### src/hdl/rc4_pkg.sv
// ----------------------------------------------------------------------------
// rc4_pkg
// Shared types, codes and the sequencer microprogram for the RC4 cipher.
// ----------------------------------------------------------------------------
package rc4_pkg;

   localparam int BYTE_W   = 8;
   localparam int KLEN_W   = 9;
   localparam int STEP_W   = 4;
   localparam logic [KLEN_W-1:0] KLEN_RESET = 9'd16;
   localparam logic [KLEN_W-1:0] MAX_KEY_BYTES = 9'd256;

   // Function codes of an input item
   typedef enum logic [1:0] {
      FUNC_LOAD  = 2'd0,
      FUNC_SCHED = 2'd1,
      FUNC_CRYPT = 2'd2,
      FUNC_NONE  = 2'd3
   } func_type;

   typedef struct packed {
      func_type              func;
      logic [BYTE_W-1:0]     key_index;
      logic [BYTE_W-1:0]     byte_in;
      logic                  last_in;
   } req_type;

   typedef struct packed {
      logic [BYTE_W-1:0]     byte_out;
      logic                  last_out;
   } rsp_type;

   // Microprogram steps
   typedef enum logic [STEP_W-1:0] {
      S_IDLE    = 4'd0,
      S_INIT    = 4'd1,
      S_MIX_RD  = 4'd2,
      S_MIX_J   = 4'd3,
      S_MIX_WI  = 4'd4,
      S_MIX_WJ  = 4'd5,
      S_MIX_END = 4'd6,
      S_CR_X    = 4'd7,
      S_CR_Y    = 4'd8,
      S_CR_S    = 4'd9,
      S_CR_OUT  = 4'd10
   } step_type;

   // Sequencing operations
   typedef enum logic [2:0] {
      SEQ_NEXT,
      SEQ_GOTO,
      SEQ_LOOP,
      SEQ_DISPATCH,
      SEQ_EMIT
   } seq_type;

   // Permutation read address selects
   typedef enum logic [2:0] {
      RD_NONE,
      RD_I,
      RD_X_NEXT,
      RD_Y_NEXT,
      RD_J_NEXT,
      RD_SUM
   } rd_sel_type;

   // Permutation write selects (address / data pair)
   typedef enum logic [2:0] {
      WR_NONE,
      WR_I_IDX,
      WR_I_RD,
      WR_J_T,
      WR_X_RD,
      WR_Y_T
   } wr_sel_type;

   typedef struct packed {
      seq_type     seq;
      step_type    target;
      rd_sel_type  rd_sel;
      wr_sel_type  wr_sel;
      logic        key_rd;
      logic        i_inc;
      logic        kpos_inc;
      logic        ld_t;
      logic        ld_b;
      logic        ld_j;
      logic        ld_x;
      logic        ld_y;
      logic        clr_xy;
      logic        emit;
   } ctl_type;

   // Status from datapath to sequencer
   typedef struct packed {
      logic        accept;
      func_type    func;
      logic        i_last;
      logic        slot_free;
   } sts_type;

   localparam ctl_type CTL_NOP = '{
      seq: SEQ_NEXT, target: S_IDLE, rd_sel: RD_NONE, wr_sel: WR_NONE,
      key_rd: 1'b0, i_inc: 1'b0, kpos_inc: 1'b0, ld_t: 1'b0, ld_b: 1'b0,
      ld_j: 1'b0, ld_x: 1'b0, ld_y: 1'b0, clr_xy: 1'b0, emit: 1'b0};

   // Microprogram ROM: one control word per step
   function automatic ctl_type ucode_rom(input step_type step);
      ctl_type w;
      w = CTL_NOP;
      unique case (step)
         S_IDLE: begin
            w.seq = SEQ_DISPATCH;
         end
         S_INIT: begin
            w.seq    = SEQ_LOOP;
            w.target = S_INIT;
            w.wr_sel = WR_I_IDX;
            w.i_inc  = 1'b1;
         end
         S_MIX_RD: begin
            w.rd_sel = RD_I;
            w.key_rd = 1'b1;
         end
         S_MIX_J: begin
            w.rd_sel = RD_J_NEXT;
            w.ld_t   = 1'b1;
            w.ld_j   = 1'b1;
         end
         S_MIX_WI: begin
            w.wr_sel = WR_I_RD;
         end
         S_MIX_WJ: begin
            w.seq      = SEQ_LOOP;
            w.target   = S_MIX_RD;
            w.wr_sel   = WR_J_T;
            w.i_inc    = 1'b1;
            w.kpos_inc = 1'b1;
         end
         S_MIX_END: begin
            w.seq    = SEQ_GOTO;
            w.target = S_IDLE;
            w.clr_xy = 1'b1;
         end
         S_CR_X: begin
            w.rd_sel = RD_X_NEXT;
            w.ld_x   = 1'b1;
         end
         S_CR_Y: begin
            w.rd_sel = RD_Y_NEXT;
            w.ld_t   = 1'b1;
            w.ld_y   = 1'b1;
         end
         S_CR_S: begin
            w.rd_sel = RD_SUM;
            w.wr_sel = WR_X_RD;
            w.ld_b   = 1'b1;
         end
         S_CR_OUT: begin
            w.seq    = SEQ_EMIT;
            w.target = S_IDLE;
            w.wr_sel = WR_Y_T;
            w.emit   = 1'b1;
         end
         default: begin
            w.seq    = SEQ_GOTO;
            w.target = S_IDLE;
         end
      endcase
      return w;
   endfunction

endpackage

### src/hdl/rc4_seq.sv
// ----------------------------------------------------------------------------
// rc4_seq
// Step counter and microprogram ROM; issues one control word per cycle.
// ----------------------------------------------------------------------------
module rc4_seq (
   input  logic              clock,
   input  logic              reset,
   input  rc4_pkg::sts_type  sts,
   output rc4_pkg::step_type step,
   output rc4_pkg::ctl_type  ctl
);

   rc4_pkg::step_type step_ff;
   rc4_pkg::step_type step_in;
   rc4_pkg::ctl_type  word;
   logic              hold;

   assign word = rc4_pkg::ucode_rom(step_ff);
   assign hold = (word.seq == rc4_pkg::SEQ_EMIT) && !sts.slot_free;

   // Pick the next step
   always_comb begin
      step_in = step_ff;
      unique case (word.seq)
         rc4_pkg::SEQ_NEXT: begin
            step_in = rc4_pkg::step_type'(step_ff + 4'd1);
         end
         rc4_pkg::SEQ_GOTO: begin
            step_in = word.target;
         end
         rc4_pkg::SEQ_LOOP: begin
            if (sts.i_last) begin
               step_in = rc4_pkg::step_type'(step_ff + 4'd1);
            end else begin
               step_in = word.target;
            end
         end
         rc4_pkg::SEQ_DISPATCH: begin
            if (sts.accept && sts.func == rc4_pkg::FUNC_SCHED) begin
               step_in = rc4_pkg::S_INIT;
            end else if (sts.accept && sts.func == rc4_pkg::FUNC_CRYPT) begin
               step_in = rc4_pkg::S_CR_X;
            end
         end
         rc4_pkg::SEQ_EMIT: begin
            if (!hold) begin
               step_in = word.target;
            end
         end
         default: begin
            step_in = rc4_pkg::S_IDLE;
         end
      endcase
   end

   // Suppress side effects while waiting for the output slot
   always_comb begin
      ctl = word;
      if (hold) begin
         ctl.wr_sel = rc4_pkg::WR_NONE;
         ctl.emit   = 1'b0;
      end
   end

   always_ff @(posedge clock) begin
      if (reset) begin
         step_ff <= rc4_pkg::S_IDLE;
      end else begin
         step_ff <= step_in;
      end
   end

   assign step = step_ff;

endmodule

### src/hdl/rc4_stream_cipher.sv
// Crypt item: steps S_CR_X, S_CR_Y, S_CR_S, S_CR_OUT from transfer to result register;
// no new item is taken until the sequencer is back in S_IDLE. Key-load item: written
// on transfer. Schedule item: S_INIT fill, S_MIX_RD..S_MIX_WJ per index, then S_MIX_END.
// Reset (synchronous, active high) clears the step counter, stream indices and
// output valid and loads key_length with 16; key and permutation memories keep contents.
// ----------------------------------------------------------------------------
// rc4_stream_cipher
// RC4 byte cipher: key store, key schedule and keystream XOR driven by a
// microcoded sequencer over a permutation memory.
// ----------------------------------------------------------------------------
module rc4_stream_cipher (
   input  logic                      clock,
   input  logic                      reset,
   input  logic                      req_valid,
   output logic                      req_stall,
   input  rc4_pkg::req_type          req_payload,
   output logic                      rsp_valid,
   input  logic                      rsp_stall,
   output rc4_pkg::rsp_type          rsp_payload,
   input  logic                      csr_wr_en,
   input  logic [rc4_pkg::KLEN_W-1:0] csr_wr_data
);

   rc4_pkg::step_type step;
   rc4_pkg::ctl_type  ctl;
   rc4_pkg::sts_type  sts;

   logic [rc4_pkg::KLEN_W-1:0] keylen_ff;
   logic [7:0] i_ff, j_ff, kpos_ff, x_ff, y_ff, t_ff, b_ff;
   logic [7:0] rd_ff, krd_ff, data_ff;
   logic       last_ff;
   logic       rsp_valid_ff;
   rc4_pkg::rsp_type rsp_ff;

   logic [7:0] perm_mem [256];
   logic [7:0] key_mem  [256];

   logic       accept;
   logic       rd_en;
   logic [7:0] rd_addr;
   logic       wr_en;
   logic [7:0] wr_addr, wr_data;
   logic [7:0] x_next, y_next, j_next, sum_next, out_sum, ks_byte;
   logic [7:0] kpos_max;
   logic       slot_free;

   assign req_stall = (step != rc4_pkg::S_IDLE);
   assign accept    = req_valid && !req_stall;
   assign slot_free = !rsp_valid_ff || !rsp_stall;

   assign sts = '{accept: accept, func: req_payload.func,
                  i_last: (i_ff == 8'hFF), slot_free: slot_free};

   rc4_seq u_seq (
      .clock (clock),
      .reset (reset),
      .sts   (sts),
      .step  (step),
      .ctl   (ctl)
   );

   // Last key position used: zero length acts as one, long lengths saturate
   always_comb begin
      if (keylen_ff == '0) begin
         kpos_max = 8'd0;
      end else if (keylen_ff > rc4_pkg::MAX_KEY_BYTES) begin
         kpos_max = 8'hFF;
      end else begin
         kpos_max = 8'(keylen_ff - 9'd1);
      end
   end

   // Index arithmetic
   assign x_next   = x_ff + 8'd1;
   assign y_next   = y_ff + rd_ff;
   assign j_next   = j_ff + rd_ff + krd_ff;
   assign sum_next = t_ff + rd_ff;
   assign out_sum  = t_ff + b_ff;

   // Permutation read address
   always_comb begin
      rd_en   = 1'b1;
      rd_addr = i_ff;
      unique case (ctl.rd_sel)
         rc4_pkg::RD_I:      rd_addr = i_ff;
         rc4_pkg::RD_X_NEXT: rd_addr = x_next;
         rc4_pkg::RD_Y_NEXT: rd_addr = y_next;
         rc4_pkg::RD_J_NEXT: rd_addr = j_next;
         rc4_pkg::RD_SUM:    rd_addr = sum_next;
         default:            rd_en   = 1'b0;
      endcase
   end

   // Permutation write address and data
   always_comb begin
      wr_en   = 1'b1;
      wr_addr = i_ff;
      wr_data = i_ff;
      unique case (ctl.wr_sel)
         rc4_pkg::WR_I_IDX: begin
            wr_addr = i_ff;
            wr_data = i_ff;
         end
         rc4_pkg::WR_I_RD: begin
            wr_addr = i_ff;
            wr_data = rd_ff;
         end
         rc4_pkg::WR_J_T: begin
            wr_addr = j_ff;
            wr_data = t_ff;
         end
         rc4_pkg::WR_X_RD: begin
            wr_addr = x_ff;
            wr_data = rd_ff;
         end
         rc4_pkg::WR_Y_T: begin
            wr_addr = y_ff;
            wr_data = t_ff;
         end
         default: begin
            wr_en = 1'b0;
         end
      endcase
   end

   // Permutation memory: one write, one registered read
   always_ff @(posedge clock) begin
      if (wr_en) begin
         perm_mem[wr_addr] <= wr_data;
      end
      if (rd_en) begin
         rd_ff <= perm_mem[rd_addr];
      end
   end

   // Key store memory
   always_ff @(posedge clock) begin
      if (accept && req_payload.func == rc4_pkg::FUNC_LOAD) begin
         key_mem[req_payload.key_index] <= req_payload.byte_in;
      end
      if (ctl.key_rd) begin
         krd_ff <= key_mem[kpos_ff];
      end
   end

   // Keystream byte: the read at a+b saw memory before the swap, so forward it
   always_comb begin
      priority if (out_sum == y_ff) begin
         ks_byte = t_ff;
      end else if (out_sum == x_ff) begin
         ks_byte = b_ff;
      end else begin
         ks_byte = rd_ff;
      end
   end

   // Datapath registers
   always_ff @(posedge clock) begin
      if (reset) begin
         keylen_ff    <= rc4_pkg::KLEN_RESET;
         i_ff         <= '0;
         j_ff         <= '0;
         kpos_ff      <= '0;
         x_ff         <= '0;
         y_ff         <= '0;
         rsp_valid_ff <= 1'b0;
      end else begin
         if (csr_wr_en) begin
            keylen_ff <= csr_wr_data;
         end
         // Start a schedule from a clean position
         if (accept && req_payload.func == rc4_pkg::FUNC_SCHED) begin
            i_ff    <= '0;
            j_ff    <= '0;
            kpos_ff <= '0;
         end else begin
            if (ctl.i_inc) begin
               i_ff <= i_ff + 8'd1;
            end
            if (ctl.ld_j) begin
               j_ff <= j_next;
            end
            if (ctl.kpos_inc) begin
               kpos_ff <= (kpos_ff == kpos_max) ? 8'd0 : kpos_ff + 8'd1;
            end
         end
         if (ctl.clr_xy) begin
            x_ff <= '0;
            y_ff <= '0;
         end else begin
            if (ctl.ld_x) begin
               x_ff <= x_next;
            end
            if (ctl.ld_y) begin
               y_ff <= y_next;
            end
         end
         // Hold result until the transfer completes
         if (ctl.emit) begin
            rsp_valid_ff <= 1'b1;
         end else if (!rsp_stall) begin
            rsp_valid_ff <= 1'b0;
         end
      end
   end

   // Payload registers
   always_ff @(posedge clock) begin
      if (accept) begin
         data_ff <= req_payload.byte_in;
         last_ff <= req_payload.last_in;
      end
      if (ctl.ld_t) begin
         t_ff <= rd_ff;
      end
      if (ctl.ld_b) begin
         b_ff <= rd_ff;
      end
      if (ctl.emit) begin
         rsp_ff.byte_out <= data_ff ^ ks_byte;
         rsp_ff.last_out <= last_ff;
      end
   end

   assign rsp_valid   = rsp_valid_ff;
   assign rsp_payload = rsp_ff;

endmodule

### config.mk
export PLATFORM = sky130hd
export DESIGN_NAME = rc4_stream_cipher
export DESIGN_NICKNAME = d
export VERILOG_FILES = /design/src/hdl/rc4_pkg.sv /design/src/hdl/rc4_seq.sv /design/src/hdl/rc4_stream_cipher.sv
export SDC_FILE = /design/constraint.sdc
export NUM_CORES = 2
export LEC_CHECK = 0
export ABC_CLOCK_PERIOD_IN_PS = 15600
export BUFFER_PORTS_ARGS = -buffer_cell sky130_fd_sc_hd__buf_4
export CORE_AREA = 3 3 674 508
export CTS_BUF_LIST = sky130_fd_sc_hd__clkbuf_4
export DETAILED_ROUTE_END_ITERATION = 16
export DIE_AREA = 0 0 677 511
export PLACE_DENSITY = 0.77
export SETUP_SLACK_MARGIN = 0.02
export SLEW_MARGIN = 30
export SYNTH_ARGS = -nofsm -noshare
export SYNTH_HDL_FRONTEND = slang
export SYNTH_HIERARCHICAL = 1
export SYNTH_SLANG_ARGS = --single-unit
### constraint.sdc
create_clock -name clock -period 15.6 [get_ports clock]
set_input_delay 2.34 -clock clock [delete_from_list [all_inputs] [get_ports clock]]
set_output_delay 2.34 -clock clock [all_outputs]
set_load 0.05 [all_outputs]
==> results.md <==
- The final wirelength is 439000 microns.
- Post-CTS repair changed the size of 0 cells.
- The areal power density over the cells is between 100 and 150 nW/um^2.
- TritonCTS created between 800 and 900 clock buffers.
- Registers are responsible for between 40% and 50% of the overall power.
- The number of inserted filler cells in the final layout is ~25000.
- The share of cells above drive strength 1 is 24.71%.
- The average cell area after synthesis is 17.97 sq um.
- In this run the most critical hold path is launched from last_ff$_DFFE_PP_.
- The combinational share of power is about a fifth.
- The clock insertion delay at the later pin of the skew report is 1.47 ns.
- The clock slew at the register clock pins of the worst setup and hold paths is 0.07 ns.
- The die height is between 500 and 600 microns.
- Net switching is between 30% and 40% of the power.
- The sequential cell area is between 100000 and 150000 sq um.
- The required time at the endpoint of the critical path is roughly 17 ns.
- After layout, the worst path uses between 50% and 60% of the clock period.
- For the pin with the worst max-slew slack, the measured transition is between 1 and 1.5 ns.
- Based on the critical path, the design can be clocked at up to around 120 MHz.
- The number of antenna violations at the first check in global routing is 21.
- The count of port buffers added during placement is between 40 and 50.
- The worst hold path terminates at rsp_payload[0]$_DFFE_PP_.
- The worst-case IR drop observed on VDD is roughly 0.17 mV.
- The die is roughly 680 microns wide.
- The relative area change from synthesis to final layout is 9.647%.
- The min-delay analysis places its worst path in the category reg2reg.
- The routing layer with the top usage in global route is met2.
- The worst path meets setup with around 7.3 ns of slack.
- The final hold violation count is 0.
- Counting instances, the worst hold path has a depth of 0.
- The run finished with clean final reports.
- In this run, the clock network consumes between 30% and 40% of the power.
- The average wire per cell in the routed design is 29.43 microns.
- The first-pass GRT wire length is 639900 microns.
- CTS saw 4200 sinks.
- The total net switching power is ~8.1 mW.
- In the final timing run, aggregate negative setup slack is 0 ns.
- During synthesis, Yosys emitted a total of 6 warnings.
- The detailed-route DRC error count is 0.
- The number of routed nets with antenna violations is 0.
- 44 I/O pins were placed.
- The floorplan core area is approximately 340000 sq um.
- For met3 alone, demand over resource in global routing was between 7 and 8%.
- The reg2reg setup slack is about 7.3 ns.
- Routability-driven placement finished with a final weighted congestion of 0.9055.
- The number of placement rows is ~180.
- The total iterations of the first detailed-routing run is 6.
- For this design the static power due to leakage is ~58 nW.
- The combined area of the multi-input logic cells is around 40000 sq um.
- The worst setup path is of the reg2reg kind.
- For this run, global-route usage on met2 was measured as 36.50%.
- After legalization and detailed placement, the total HPWL measured about 250000 microns.
- The average vias per placed instance is ~6.4.
- The clock root buffer is sky130_fd_sc_hd__clkbuf_4.
- The floorplan step defined a die boundary enclosing approximately 350000 sq um.
- The initial utilization of the core area, before any placement, comes to between 40% and 50%.
- Along the worst path, the maximum fanout reaches 122.
- For this block, the via count after detailed routing is ~96000.
- The critical path startpoint category is a register.
- The post-synth net total is approximately 9400.
- The most common cell after layout, fill and taps aside is sky130_fd_sc_hd__edfxtp_1.
- The cell internal power dissipation is approximately 19 mW.
- Global routing used roughly 35% of the available met1 tracks.
- The initial DRC count is 16120.
- The relative slew slack is between 20% and 30%.
- The cell depth of the worst flop-to-flop path is 17.
- After global routing the overflow that remains totals 0.
- The count of max-cap constraint violations is 0.
- In this run the critical register-to-register path is captured at rd_ff[1]$_DFFE_PP_.
- Prior to clock tree synthesis, the placed netlist has a worst setup slack of 7.708 ns.
- STA puts the critical path data arrival time at 9.45 ns.
- Global routing used between 20 and 25% of the available tracks.
- Setup repair after global routing left no endpoint under its margin.
- The hold-fix buffer count after cts is 0.
- TritonCTS built the clock tree.
- In the layout the commonest cells are sky130_fd_sc_hd__edfxtp_1 (4146), sky130_fd_sc_hd__clkbuf_4 (1319), sky130_fd_sc_hd__nand2_1 (1248), sky130_fd_sc_hd__mux4_2 (859), sky130_fd_sc_hd__nor2_1 (577).
- The max-slew violation total from the final report is 0.
- The instance count of the mapped netlist is 9339.
- For this run, the post-layout net count is 9901.
- The worst clock skew is around 0.14 ns.
- The cell area that synthesis handed to floorplanning was 167800 sq um.
- The number of buffers inserted to repair setup after CTS is 0.
- The post-layout minimum cycle time is approximately 8.3 ns.
- The via count of the first global-routing pass is about 94000.
- Setup violations remaining at the end of the flow were counted as 0.
- The clock passes through at most 4 buffers.
- The worst setup path is captured at a register.
- The H-tree was split into 6 levels.
- The start of the worst register-to-register path is u_seq/step[3]$_SDFFE_PP0P_.
- Entering global routing, the biggest net connects between 200 and 250 pins.
-- power groups by stage --
| stage | sequential, mW | combinational (mW) | clock (mW) |
|---|---|---|---|
| 5_1_grt | 13.0 | 5.84 | 8.88 |
| 6_report | 13.0 | 5.61 | 8.24 |
| 3_3_place_gp | 13.2 | 5.23 | 0 |
| 2_1_floorplan | 13.3 | 3.53 | 0 |
| 4_1_cts | 13.0 | 5.40 | 8.28 |
| 3_5_place_dp | 13.2 | 5.38 | 0 |
-- routing by layer --
layer | vias up | wire length, microns
li1 | 38760 | -
met1 | 47730 | 157200
met2 | 7992 | 197200
met3 | 1228 | 63980
met4 | 12 | 20520
met5 | - | 98
-- worst max-delay path, stage by stage, from the launching register on --
cell and delay [ns]:
sky130_fd_sc_hd__dfxtp_1 0.59, sky130_fd_sc_hd__nor2b_1 0.29, sky130_fd_sc_hd__nand2_1 0.14, sky130_fd_sc_hd__inv_1 0.37, sky130_fd_sc_hd__or3_1 0.58, sky130_fd_sc_hd__inv_1 0.24, sky130_fd_sc_hd__o211ai_1 0.22, sky130_fd_sc_hd__buf_4 0.69
sky130_fd_sc_hd__and2_4 0.75, sky130_fd_sc_hd__buf_12 0.61, sky130_fd_sc_hd__buf_12 0.58, sky130_fd_sc_hd__mux4_2 0.58, sky130_fd_sc_hd__mux2_2 0.28, sky130_fd_sc_hd__nand3_1 0.08, sky130_fd_sc_hd__o311ai_0 0.33, sky130_fd_sc_hd__o211ai_1 0.77
sky130_fd_sc_hd__o221ai_1 0.43, sky130_fd_sc_hd__o41a_1 0.23
-- worst max path at each step --
stage                               startpoint                  endpoint  slack, ns
finish              u_seq/step[3]$_SDFFE_PP0P_        rd_ff[1]$_DFFE_PP_       7.31
global route        u_seq/step[3]$_SDFFE_PP0P_        rd_ff[1]$_DFFE_PP_       7.03
CTS                 u_seq/step[3]$_SDFFE_PP0P_        rd_ff[1]$_DFFE_PP_       7.73
detailed placement  u_seq/step[3]$_SDFFE_PP0P_        rd_ff[1]$_DFFE_PP_       7.71
global placement    u_seq/step[3]$_SDFFE_PP0P_        rd_ff[7]$_DFFE_PP_       7.64
floorplan                            rsp_stall  perm_mem[0][5]$_DFFE_PP_       4.32
-- final cells by class --
type / count / share of cell area (%)
clock inverter: 179 / 0.6250
tap: 4464 / 3.036
timing repair buffer: 212 / 1.113
multi-input combinational: 4492 / 21.48
clock buffer: 1319 / 5.382
inverter: 37 / 0.07549
antenna: 12 / 0.01632
sequential: 4200 / 68.27
-- through the flow --
| step | hold WS [ns] | total power, mW | utilization [%] | cells | cell area (sq um) |
|---|---|---|---|---|---|
| after detailed placement | 0.4054 | 18.59 | 51.41 | 13400 | 172600 |
| after global placement | 0.4034 | 18.43 | 51.39 | 13400 | 172500 |
| after global routing | 0.4435 | 27.67 | 54.80 | 14910 | 183900 |
| after floorplan | 0.4003 | 16.87 | - | 9339 | 167800 |
| after CTS | 0.4159 | 26.64 | 54.71 | 14900 | 183600 |
| final | 0.4195 | 26.81 | 54.81 | 14920 | 184000 |
-- flip-flops by register name (all words and copies together), names as in the netlist --
| register | cells |
|---|---|
| key_mem | 2048 |
| perm_mem | 2048 |
| keylen_ff | 9 |
| rsp_payload | 9 |
| b_ff | 8 |
| data_ff | 8 |
| i_ff | 8 |
| j_ff | 8 |
| kpos_ff | 8 |
| krd_ff | 8 |
| rd_ff | 8 |
| t_ff | 8 |
| x_ff | 8 |
| y_ff | 8 |
| u_seq/step | 4 |
| last_ff | 1 |
| rsp_valid | 1 |
(Power assumes the default switching activity.)
